`src/sv/lpmrt_pkg.sv`:
```
// ---------------------------------------------------------------------------
// lpm route table package
// request, response and table entry types, status and function codes
// ---------------------------------------------------------------------------
package lpmrt_pkg;

    // one request as presented on the input channel
    typedef struct packed {
        logic [1:0]  func;
        logic [31:0] dest_addr;
        logic [31:0] net_mask;
        logic [5:0]  mask_len;
        logic [7:0]  hop_distance;
        logic [3:0]  ingress_port;
    } t_route_req;

    // one response as presented on the output channel
    typedef struct packed {
        logic [2:0] status;
        logic [3:0] out_port;
        logic [5:0] route_total;
    } t_route_rsp;

    // one stored route
    typedef struct packed {
        logic [31:0] network;
        logic [31:0] mask;
        logic [7:0]  distance;
        logic [3:0]  port;
    } t_route_entry;

    // sequencer states
    typedef enum logic [1:0] {
        S_IDLE,
        S_SCAN,
        S_DONE
    } t_state;

    // request kinds
    localparam logic [1:0] FUNC_FORWARD = 2'd0;
    localparam logic [1:0] FUNC_ADVERT  = 2'd1;
    localparam logic [1:0] FUNC_STATIC  = 2'd2;

    // response status codes
    localparam logic [2:0] ST_FORWARDED = 3'd0;
    localparam logic [2:0] ST_NO_ROUTE  = 3'd1;
    localparam logic [2:0] ST_UPDATED   = 3'd2;
    localparam logic [2:0] ST_INSERTED  = 3'd3;
    localparam logic [2:0] ST_UNCHANGED = 3'd4;
    localparam logic [2:0] ST_FULL      = 3'd5;

    localparam logic [4:0] PORT_COUNT_RST  = 5'd4;
    localparam logic [5:0] MASK_LEN_MAX    = 6'd32;
    localparam logic [7:0] DISTANCE_MAX    = 8'hFF;

    // prefix length to mask; a length of zero gives an empty mask
    function automatic logic [31:0] prefix_mask(input logic [5:0] len);
        prefix_mask = ~(32'hFFFF_FFFF >> len);
    endfunction

endpackage

```
`src/sv/lpmrt_ram.sv`:
```
// ---------------------------------------------------------------------------
// lpm route table ram
// simple dual port memory, one write and one registered read per cycle
// ---------------------------------------------------------------------------
module lpmrt_ram #(
    parameter int WIDTH = 76,
    parameter int DEPTH = 32
) (
    input  logic                     i_clk,
    input  logic                     i_we,
    input  logic [$clog2(DEPTH)-1:0] i_waddr,
    input  logic [WIDTH-1:0]         i_wdata,
    input  logic                     i_re,
    input  logic [$clog2(DEPTH)-1:0] i_raddr,
    output logic [WIDTH-1:0]         o_rdata
);

    logic [WIDTH-1:0] r_mem [DEPTH];
    logic [WIDTH-1:0] r_rdata;

    // write port
    always_ff @(posedge i_clk) begin
        if (i_we) begin
            r_mem[i_waddr] <= i_wdata;
        end
    end

    // registered read port
    always_ff @(posedge i_clk) begin
        if (i_re) begin
            r_rdata <= r_mem[i_raddr];
        end
    end

    assign o_rdata = r_rdata;

endmodule

```
`src/sv/lpm_route_table_dv_update.sv`:
```
// ---------------------------------------------------------------------------
// lpm route table with distance vector update
// longest prefix lookup, distance vector advert and static route load over a
// route table held in one ram and walked by a shared compare unit
// ---------------------------------------------------------------------------
//  channel  direction  handshake        payload
//  in       input      valid / stall    t_route_req (one request)
//  out      output     valid / stall    t_route_rsp (one response per request)
//  cfg      input      valid / ready    port_count, 5 bits
//
//  lookup and advert: one ram read per entry in the table, a compare of each
//  entry read, a step to leave the walk and one to decide and write back; the
//  decide step waits while the output register is held by a stall.
//  static load and unused codes: no table walk, straight to the decide step.
//  a request is taken only while the sequencer is idle; a finished response
//  waits in the output register and a new request may be taken meanwhile.
//  reset empties the table (count to zero) and sets port_count to 4; no
//  clearing pass, entries at or above the count are never read.
// ---------------------------------------------------------------------------
module lpm_route_table_dv_update #(
    parameter int ROUTE_ENTRIES = 32,
    parameter int PORT_LIMIT    = 16
) (
    input  logic                   i_clk,
    input  logic                   i_rst_n,
    input  logic                   i_in_valid,
    output logic                   o_in_stall,
    input  lpmrt_pkg::t_route_req  i_in_data,
    output logic                   o_out_valid,
    input  logic                   i_out_stall,
    output lpmrt_pkg::t_route_rsp  o_out_data,
    input  logic                   i_cfg_valid,
    output logic                   o_cfg_ready,
    input  logic [4:0]             i_cfg_data
);

    import lpmrt_pkg::*;

    localparam int IDX_W  = $clog2(ROUTE_ENTRIES);
    localparam int CNT_W  = $clog2(ROUTE_ENTRIES + 1);
    localparam int PLIM_W = $clog2(PORT_LIMIT + 1);
    localparam int LIM_W  = (PLIM_W > 5) ? PLIM_W : 5;
    localparam int ENT_W  = $bits(t_route_entry);

    localparam logic [CNT_W-1:0] CNT_FULL  = CNT_W'(ROUTE_ENTRIES);
    localparam logic [LIM_W-1:0] LIM_PORTS = LIM_W'(PORT_LIMIT);

    // sequencer and item registers
    t_state           r_state, n_state;
    t_route_req       r_req;
    logic [CNT_W-1:0] r_count, n_count;
    logic [CNT_W-1:0] r_rd_idx;
    logic             r_cmp_valid;
    logic [IDX_W-1:0] r_cmp_idx;
    logic [4:0]       r_port_count;

    // match tracking
    logic             r_hit, n_hit;
    logic [31:0]      r_best_mask, n_best_mask;
    logic [3:0]       r_best_port, n_best_port;
    logic [IDX_W-1:0] r_hit_idx, n_hit_idx;
    logic [7:0]       r_hit_dist, n_hit_dist;

    // output register
    logic             r_out_valid;
    t_route_rsp       r_out_data;

    // ram ports
    logic             rd_issue;
    logic             ram_we;
    logic [IDX_W-1:0] ram_waddr;
    t_route_entry     ram_wdata;
    t_route_entry     ram_rdata;

    // decision signals
    logic             in_accept;
    logic             out_free;
    logic             finish;
    logic [LIM_W-1:0] port_lim;
    logic [7:0]       adv_dist;
    logic [31:0]      static_mask;
    logic             can_append;
    logic             dec_we;
    logic [IDX_W-1:0] dec_waddr;
    t_route_entry     dec_entry;
    logic [2:0]       dec_status;
    logic [3:0]       dec_port;
    logic             dec_append;
    logic             lk_match;
    logic             adv_match;

    assign in_accept = i_in_valid && !o_in_stall;
    assign out_free  = !r_out_valid || !i_out_stall;
    assign rd_issue  = (r_state == S_SCAN) && (r_rd_idx < r_count);
    assign finish    = (r_state == S_DONE) && out_free;

    // route table storage
    lpmrt_ram #(
        .WIDTH (ENT_W),
        .DEPTH (ROUTE_ENTRIES)
    ) u_ram (
        .i_clk   (i_clk),
        .i_we    (ram_we),
        .i_waddr (ram_waddr),
        .i_wdata (ram_wdata),
        .i_re    (rd_issue),
        .i_raddr (r_rd_idx[IDX_W-1:0]),
        .o_rdata (ram_rdata)
    );

    // next state
    always_comb begin
        n_state = r_state;
        unique case (r_state)
            S_IDLE: begin
                if (in_accept) begin
                    if (i_in_data.func == FUNC_FORWARD || i_in_data.func == FUNC_ADVERT) begin
                        n_state = S_SCAN;
                    end else begin
                        n_state = S_DONE;
                    end
                end
            end
            S_SCAN: begin
                if (!rd_issue && !r_cmp_valid) begin
                    n_state = S_DONE;
                end
            end
            S_DONE: begin
                if (out_free) begin
                    n_state = S_IDLE;
                end
            end
            default: n_state = S_IDLE;
        endcase
    end

    // state outputs
    always_comb begin
        o_in_stall = 1'b1;
        ram_we     = 1'b0;
        unique case (r_state)
            S_IDLE:  o_in_stall = 1'b0;
            S_SCAN:  o_in_stall = 1'b1;
            S_DONE:  ram_we     = dec_we && out_free;
            default: o_in_stall = 1'b1;
        endcase
    end

    assign ram_waddr   = dec_waddr;
    assign ram_wdata   = dec_entry;
    assign o_cfg_ready = 1'b1;

    // shared compare unit on the entry just read
    always_comb begin
        lk_match  = ((r_req.dest_addr & ram_rdata.mask) == ram_rdata.network)
                    && (!r_hit || ram_rdata.mask > r_best_mask);
        adv_match = (ram_rdata.network == r_req.dest_addr)
                    && (ram_rdata.mask == r_req.net_mask) && !r_hit;

        n_hit       = r_hit;
        n_best_mask = r_best_mask;
        n_best_port = r_best_port;
        n_hit_idx   = r_hit_idx;
        n_hit_dist  = r_hit_dist;
        if (r_cmp_valid) begin
            if (r_req.func == FUNC_FORWARD) begin
                if (lk_match) begin
                    n_hit       = 1'b1;
                    n_best_mask = ram_rdata.mask;
                    n_best_port = ram_rdata.port;
                end
            end else if (adv_match) begin
                n_hit      = 1'b1;
                n_hit_idx  = r_cmp_idx;
                n_hit_dist = ram_rdata.distance;
            end
        end
    end

    // decision at the end of the walk
    always_comb begin
        port_lim    = (LIM_W'(r_port_count) < LIM_PORTS) ? LIM_W'(r_port_count) : LIM_PORTS;
        adv_dist    = (r_req.hop_distance == DISTANCE_MAX) ? DISTANCE_MAX
                      : r_req.hop_distance + 8'd1;
        static_mask = prefix_mask(r_req.mask_len);
        can_append  = r_count < CNT_FULL;

        dec_we     = 1'b0;
        dec_append = 1'b0;
        dec_waddr  = r_count[IDX_W-1:0];
        dec_status = ST_UNCHANGED;
        dec_port   = 4'd0;
        dec_entry  = '{network:  r_req.dest_addr,
                       mask:     r_req.net_mask,
                       distance: adv_dist,
                       port:     r_req.ingress_port};

        unique case (r_req.func)
            FUNC_FORWARD: begin
                if (r_hit && LIM_W'(r_best_port) < port_lim) begin
                    dec_status = ST_FORWARDED;
                    dec_port   = r_best_port;
                end else begin
                    dec_status = ST_NO_ROUTE;
                end
            end
            FUNC_ADVERT: begin
                if (r_hit) begin
                    if (adv_dist < r_hit_dist) begin
                        dec_we     = 1'b1;
                        dec_waddr  = r_hit_idx;
                        dec_status = ST_UPDATED;
                    end
                end else if (can_append) begin
                    dec_we     = 1'b1;
                    dec_append = 1'b1;
                    dec_status = ST_INSERTED;
                end else begin
                    dec_status = ST_FULL;
                end
            end
            FUNC_STATIC: begin
                dec_entry = '{network:  r_req.dest_addr & static_mask,
                              mask:     static_mask,
                              distance: r_req.hop_distance,
                              port:     r_req.ingress_port};
                if (r_req.mask_len <= MASK_LEN_MAX) begin
                    if (can_append) begin
                        dec_we     = 1'b1;
                        dec_append = 1'b1;
                        dec_status = ST_INSERTED;
                    end else begin
                        dec_status = ST_FULL;
                    end
                end
            end
            default: dec_status = ST_UNCHANGED;
        endcase

        n_count = dec_append ? r_count + CNT_W'(1) : r_count;
    end

    // control registers
    always_ff @(posedge i_clk) begin
        if (!i_rst_n) begin
            r_state      <= S_IDLE;
            r_count      <= '0;
            r_cmp_valid  <= 1'b0;
            r_out_valid  <= 1'b0;
            r_port_count <= PORT_COUNT_RST;
        end else begin
            r_state     <= n_state;
            r_cmp_valid <= rd_issue;
            if (finish) begin
                r_count     <= n_count;
                r_out_valid <= 1'b1;
            end else if (!i_out_stall) begin
                r_out_valid <= 1'b0;
            end
            if (i_cfg_valid && o_cfg_ready) begin
                r_port_count <= i_cfg_data;
            end
        end
    end

    // datapath registers
    always_ff @(posedge i_clk) begin
        r_cmp_idx   <= r_rd_idx[IDX_W-1:0];
        r_best_mask <= n_best_mask;
        r_best_port <= n_best_port;
        r_hit_idx   <= n_hit_idx;
        r_hit_dist  <= n_hit_dist;
        if (in_accept) begin
            r_req    <= i_in_data;
            r_rd_idx <= '0;
            r_hit    <= 1'b0;
        end else begin
            r_hit <= n_hit;
            if (rd_issue) begin
                r_rd_idx <= r_rd_idx + CNT_W'(1);
            end
        end
        if (finish) begin
            r_out_data <= '{status:      dec_status,
                            out_port:    dec_port,
                            route_total: 6'(n_count)};
        end
    end

    assign o_out_valid = r_out_valid;
    assign o_out_data  = r_out_data;

endmodule

```
`config.mk`:
```
export PLATFORM = sky130hd
export DESIGN_NAME = lpm_route_table_dv_update
export DESIGN_NICKNAME = d
export VERILOG_FILES = /design/src/sv/lpmrt_pkg.sv /design/src/sv/lpmrt_ram.sv /design/src/sv/lpm_route_table_dv_update.sv
export SDC_FILE = /design/constraint.sdc
export NUM_CORES = 2
export LEC_CHECK = 0
export ABC_AREA = 0
export BUFFER_PORTS_ARGS = -buffer_cell sky130_fd_sc_hd__clkbuf_2
export CAP_MARGIN = 20
export CORE_AREA = 5 5 595 597
export CTS_BUF_LIST = sky130_fd_sc_hd__clkbuf_2 sky130_fd_sc_hd__clkbuf_4 sky130_fd_sc_hd__clkbuf_8
export DETAILED_ROUTE_END_ITERATION = 8
export DIE_AREA = 0 0 600 602
export PLACE_DENSITY = 0.46
export SYNTH_ARGS = -nofsm -noshare
export SYNTH_HDL_FRONTEND = slang
export SYNTH_HIERARCHICAL = 1
export SYNTH_SLANG_ARGS = --single-unit
export TNS_END_PERCENT = 30
```
`constraint.sdc`:
```
create_clock -name i_clk -period 9.15 [get_ports i_clk]
set_clock_uncertainty 0.15 [all_clocks]
set_input_delay 0.4575 -clock i_clk [delete_from_list [all_inputs] [get_ports i_clk]]
set_output_delay 0.4575 -clock i_clk [all_outputs]
set_load 0.1 [all_outputs]
```
* Word level (Yosys, flattened, before mapping) *
Memories as Yosys holds them, arrays and structs flattened. A register that Yosys moved wholly into a read port is not among the register bits.
Cells that the tools add are included.

cells by class
  add/sub/neg operators = 3
  bitwise operators = 4
  mux-type cells = 34
  equality and inequality tests = 14
  magnitude comparators = 7
  shifts and indexed selects = 1
  reductions and logical operators = 26

operators with widths
  kind                     number
  $eq A32 B32 Y1           3
  $mux W76                 1
  $and A32 B32 Y32         2
  $gt A32 B32 Y1           1
  $not A32 Y32             1
  $shr A32 B6 Y32 const A  1
  $mux W5                  4
  $mux W1                  15
  $add A6 B1 Y6 const B    2
  $mux W3                  4
  $reduce_and A3 Y1        4
  $logic_and A1 B1 Y1      9
  $pmux W3 S3              1
  $add A8 B1 Y8 const B    1
  $eq A8 B8 Y1 const B     1
  $lt A8 B8 Y1             1
  $mux W2                  4
  $mux W8                  1
  $eq A2 B1 Y1 const B     3
  $le A6 B6 Y1 const B     1
  $logic_not A2 Y1         3
  $lt A6 B6 Y1             1
  $lt A6 B6 Y1 const B     1
  $mux W6                  1
  12 further kinds         23

storage, ports and cells
  output and inout port bits = 16
  logic and storage cells = 111
  register bits = 173
  input port bits = 94
  memory bits (writable) = 2432
  memories = 1

memory list
  memory       words  width  rd ports  clocked after memory_dff  write ports  line             source
  u_ram.r_mem  32     76     1         1                         1            lpmrt_ram.sv:18  logic [WIDTH-1:0] r_mem [DEPTH];

* Depth between registers and ports, before layout *
  depth after elaboration = 10
  depth in mapped cells = 15
  gate-level depth less buffers = 15

* Modules after synthesis *
The synthesis kept the hierarchy.

modules (own cells, without submodules)
  module                     area an instance (um^2)  instances  cells each  sequential area each (um^2)
  lpmrt_ram                  94725.8                  1          4451        75312.2
  lpm_route_table_dv_update  9226.3                   1          819         4924.7

* Least setup slack after synthesis *
OpenSTA, ideal clock, no wires.

  kind = register to register
  from = register r_req[4] in the netlist's numbering
  to = memory u_ram.r_mem[12][0], enable pin
  period minus slack after synthesis = 7.203 ns
  arrival = 6.542 ns
  setup time = 0.511 ns
  buffers on the path = 2
  cell stages (with the launch flop) = 15
  slack = 1.947 ns
  data required time = 8.489 ns
  path through = edfxtp_1 -> ha_1 -> nand3_2 -> or3_1 -> buf_6 -> or2b_1 -> ha_1 -> o211ai_1 -> a311oi_2 -> nor4b_2 -> nand2_4 -> mux2_4 -> or3b_2 -> clkbuf_1 -> nor2_1

on the way
  elaborated cells between the ends (all ways) = 14
  those cells by class = add/sub (1); order compare (1); eq/ne (1); mux (10); reduce/logical (1)

RTL lines
  what                                                  line                                                                source
  start, declared                                       lpm_route_table_dv_update.sv:50                                     t_route_req r_req;
  start signal, assigned                                lpm_route_table_dv_update.sv:275                                    r_req <= i_in_data;
  $add A8 B1 Y8 / $eq A8 B8 Y1 (equally long branches)  lpm_route_table_dv_update.sv:185, lpm_route_table_dv_update.sv:184
  $mux W8 *                                             lpm_route_table_dv_update.sv:184                                    adv_dist = (r_req.hop_distance == DISTANCE_MAX) ? DISTANCE_MAX
  $lt A8 B8 Y1 *                                        lpm_route_table_dv_update.sv:210                                    if (adv_dist < r_hit_dist) begin
  $mux W5 *                                             lpm_route_table_dv_update.sv:210
  $mux W5 *                                             lpm_route_table_dv_update.sv:209                                    if (r_hit) begin
  $mux W5 *                                             lpm_route_table_dv_update.sv:199                                    unique case (r_req.func)
  via dec_waddr[1]                                      lpm_route_table_dv_update.sv:84                                     logic [IDX_W-1:0] dec_waddr;
  end, declared                                         lpmrt_ram.sv:18

The timed path passes the listed nets; every way through them passes the cells marked *.

* Final worst setup path *
  from = register r_req[4] in the netlist's numbering
  to = memory u_ram.r_mem[18][54], enable pin

on the way
  longest elaborated chain between the ends = 10
  elaborated cells between the ends (all ways) = 14
  those cells by class = add/sub (1); order compare (1); eq/ne (1); mux (10); reduce/logical (1)

RTL lines
  what                                                  line                                                                source
  $add A8 B1 Y8 / $eq A8 B8 Y1 (equally long branches)  lpm_route_table_dv_update.sv:185, lpm_route_table_dv_update.sv:184
  $mux W8 *                                             lpm_route_table_dv_update.sv:184
  $lt A8 B8 Y1 *                                        lpm_route_table_dv_update.sv:210
  $mux W1 *                                             lpm_route_table_dv_update.sv:210
  $mux W1 *                                             lpm_route_table_dv_update.sv:209
  $pmux W1 S2 *                                         lpm_route_table_dv_update.sv:199
  $logic_and A1 B1 Y1 *                                 lpm_route_table_dv_update.sv:145                                    S_DONE: ram_we = dec_we && out_free;
  $mux W1 *                                             lpm_route_table_dv_update.sv:142                                    unique case (r_state)
  via ram_we                                            lpm_route_table_dv_update.sv:70                                     logic ram_we;
  $mux W1 *                                             lpmrt_ram.sv:23                                                     if (i_we) begin
  $mux W1 (not written as such) *                       lpmrt_ram.sv:24                                                     r_mem[i_waddr] <= i_wdata;

Marks and branches as above.

==> impl_metrics.json <==
{
  "status": "finished clean",
  "period_minus_slack_ns": 6.10,
  "grt_max_degree": 109,
  "num_rows": 217,
  "cts_tree": "built",
  "clk_latency_ns": 1.13,
  "hpwl_um": 198000,
  "core_area_um2": 348000,
  "fmax_ghz": 0.164,
  "die_x_um": 600,
  "synth_edf_count": 2654,
  "critical-path-max-stage-delay_ns": 0.81,
  "crit_top_cell": "ha_1",
  "pre_cts_ws_ns": 2.97,
  "die_y_um": 602,
  "timing.rr.start": "r_req[4]",
  "post-cts-setup-buffer-count": 0,
  "synth_ff_type": "edfxtp_1",
  "worst_pin_slew_ns": 1.17,
  "min_path_type": "in -> reg",
  "cts.repair.resized": 0,
  "drt-initial-drc-count": 4835,
  "fin_util_pct": 35.1,
  "track_usage_pct": 17.7,
  "critPathKind": "reg -> reg",
  "root_buffer": "clkbuf_8",
  "vias": 54876,
  "io_pins": 110,
  "ir_worst_vdd_mv": 0.114,
  "fin_cells": 10937,
  "grt_pass1_wl_um": 455000,
  "path_max_fanout": 37,
  "p_leak_nw": 37.1,
  "wire_per_inst_um": 30.0,
  "numCtsBuffers": 451,
  "first_pass_iters": 6,
  "place_inst": 9882,
  "fin_ws_ns": 3.05,
  "worstSetupStartpoint": "r_req[4]",
  "hold_violations": 0,
  "syn2layout_area_growth_pct": 17.4,
  "cp-start-kind": "flip-flop",
  "cts_hold_buf": 179,
  "hold_start": "i_in_data[55]",
  "crit_path_end_kind": "flip-flop",
  "drive_gt1_share_pct": 22.3,
  "die_area_um2": 361000,
  "avgSynthCellArea_um2": 19.7,
  "rsz0062_at_grt": "false",
  "routed_wl_um": 328000,
  "maxSlewHeadroom_pct": 21.6,
  "cp.arrival_ns": 6.62,
  "slowest_stage": "nor2_4",
  "required_ns": 9.67,
  "htreeDepth": 5,
  "maxCapViolations": 0,
  "synth_nets": 5418,
  "drc": 0,
  "clock_sinks": 2681,
  "ys_warn_count": 6,
  "antenna_found_initial": 24,
  "drv_slew": 0,
  "final_area_um2": 122000,
  "viasPerCell": 5.02,
  "timing.hold.ws_ns": 0.135,
  "reg2reg_slack_ns": 3.05,
  "place_area_um2": 111000,
  "clkTransAtPathRegs_ns": 0.06,
  "grt_overflow_total": 0,
  "grt_pass1_vias": 56554,
  "mappedNetlistArea_um2": 104000,
  "period_share_pct": 66.6,
  "async_flop_share_pct": 0,
  "synth_cells": 5270,
  "netlist-cell-type-count": 74,
  "initial_core_util_pct": 29.9,
  "ys_ff_latch": 2681,
  "setup_violations": 0,
  "clk_path_buf_depth": 4,
  "drtAntennaViolNets": 0,
  "p_total_mw": 25.0,
  "p_per_area_nw_per_um2": 205,
  "port_buffers": 108,
  "place_congestion": 0.866,
  "seq_area_frac_synth_pct": 77.2,
  "layout.nets": 6072,
  "tns_ns": 0,
  "crit_path_cell_trace": "ha_1 > nand3_2 > or3_1 > or2b_1 > ha_1 > o211ai_1 > a311oi_2 > nor4b_2 > nand2_4 > a21oi_1 > nand3b_1 > nor2_4 > buf_4"
}
==> sequential cells by signal (all words and copies together) (netlist names), 6 cells and up <==
| name | cells |
|---|---|
| r_count | 6 |
| r_best_mask | 32 |
| r_rd_idx | 6 |
| u_ram/o_rdata | 76 |
| r_hit_dist | 8 |
| r_req | 84 |
| u_ram/r_mem | 2432 |
| o_out_data | 13 |
==> layout by cell type (no fill, tap or decap), drive strengths merged, types with 35 or more instances in the layout <==
master       count
clkinv         175
nand2           63
inv             93
nor2            83
mux4           304
ha              54
clkbuf         714
nor2b           35
a22oi          409
diode           50
dlygate4sd3    179
nand4           48
edfxtp        2654
nand2b          36
a31oi           46
and2            37
nand3          171
mux2i          613
buf            185
a22o            44
xor2            42
==> cell usage after synthesis, types with 4 or more instances <==
cell | instances | area, um2
a21boi_0 | 4 | 30.0
a21o_1 | 6 | 45.0
a21oi_1 | 30 | 150
a22o_1 | 44 | 385
a22oi_1 | 409 | 3070
a31oi_1 | 46 | 288
a32o_1 | 4 | 40.0
a32oi_1 | 6 | 52.6
and2_1 | 37 | 231
and3_1 | 13 | 81.3
buf_1 | 17 | 63.8
buf_2 | 93 | 465
buf_4 | 31 | 233
buf_6 | 14 | 158
clkbuf_1 | 116 | 435
dfxtp_1 | 27 | 541
edfxtp_1 | 2654 | 79700
ha_1 | 54 | 676
inv_1 | 78 | 293
mux2_2 | 9 | 101
mux2_4 | 5 | 75.1
mux2i_1 | 613 | 6140
mux4_2 | 304 | 6850
nand2_1 | 62 | 233
nand2b_1 | 36 | 225
nand3_1 | 170 | 851
nand3b_1 | 9 | 67.6
nand4_1 | 48 | 300
nor2_1 | 83 | 312
nor2b_1 | 35 | 219
nor3_1 | 6 | 30.0
nor4_1 | 19 | 119
o2111ai_1 | 8 | 70.1
o21a_1 | 24 | 180
o21ai_0 | 25 | 125
o22ai_1 | 15 | 93.8
or3_1 | 4 | 25.0
xnor2_1 | 21 | 184
xor2_1 | 42 | 368
==> area by class of cell <==
| class | instances | area, um2 |
|---|---|---|
| flip-flops and latches | 2681 | 80300 |
| well taps | 4599 | 5750 |
| diodes | 50 | 125 |
| repair buffers | 472 | 4200 |
| clock inverters | 211 | 1430 |
| multi-input cells | 2240 | 22500 |
| fillers | 32876 | 226000 |
| clock buffers | 606 | 7400 |
| inverters | 78 | 298 |
==> worst max-delay path, delay by kind of cell, from the launching register on <==
family	cells	cell delay [ns]
AND/OR/NAND/NOR	7	3.07
buffers and inverters	1	0.79
AO/OA/AOI/OAI	3	0.70
adder cells (fa/ha/maj)	2	0.48
flip-flops	1	0.45
==> layer usage <==
metal	global-route usage (%)	part of all wire, %	up-vias
li1	-	-	23177
met1	23.0	41	29534
met2	30.2	50	1721
met3	2.69	5.0	440
met4	6.18	3.7	4
met5	0	0.0064	-
==> cell families (layout without fill, tap and decap cells) <==
group,count (synthesis),count (layout),share of synthesized area [%]
multiplexers,931,931,12.7
XOR/XNOR,63,63,0.531
flip-flops,2681,2681,77.2
other,1,51,0.00361
buffers and inverters,349,1367,1.59
adder cells (fa/ha/maj),54,54,0.650
AND/OR/NAND/NOR,545,545,2.81
AO/OA/AOI/OAI,646,646,4.58
==> final timing paths <==
check	end	cells after the start
worst max-delay path	u_ram/r_mem[18][54]	13
worst min-delay path	r_req[55]	2
worst max register to register	u_ram/r_mem[18][54]	13
worst min register to register	r_hit_idx[3]	0
==> report_power, final <==
group | switching [mW] | internal (mW)
clock network | 4.95 | 5.61
registers | 0.0781 | 13.7
logic | 0.532 | 0.181
total | 5.56 | 19.5
(Power assumes the default switching activity.)
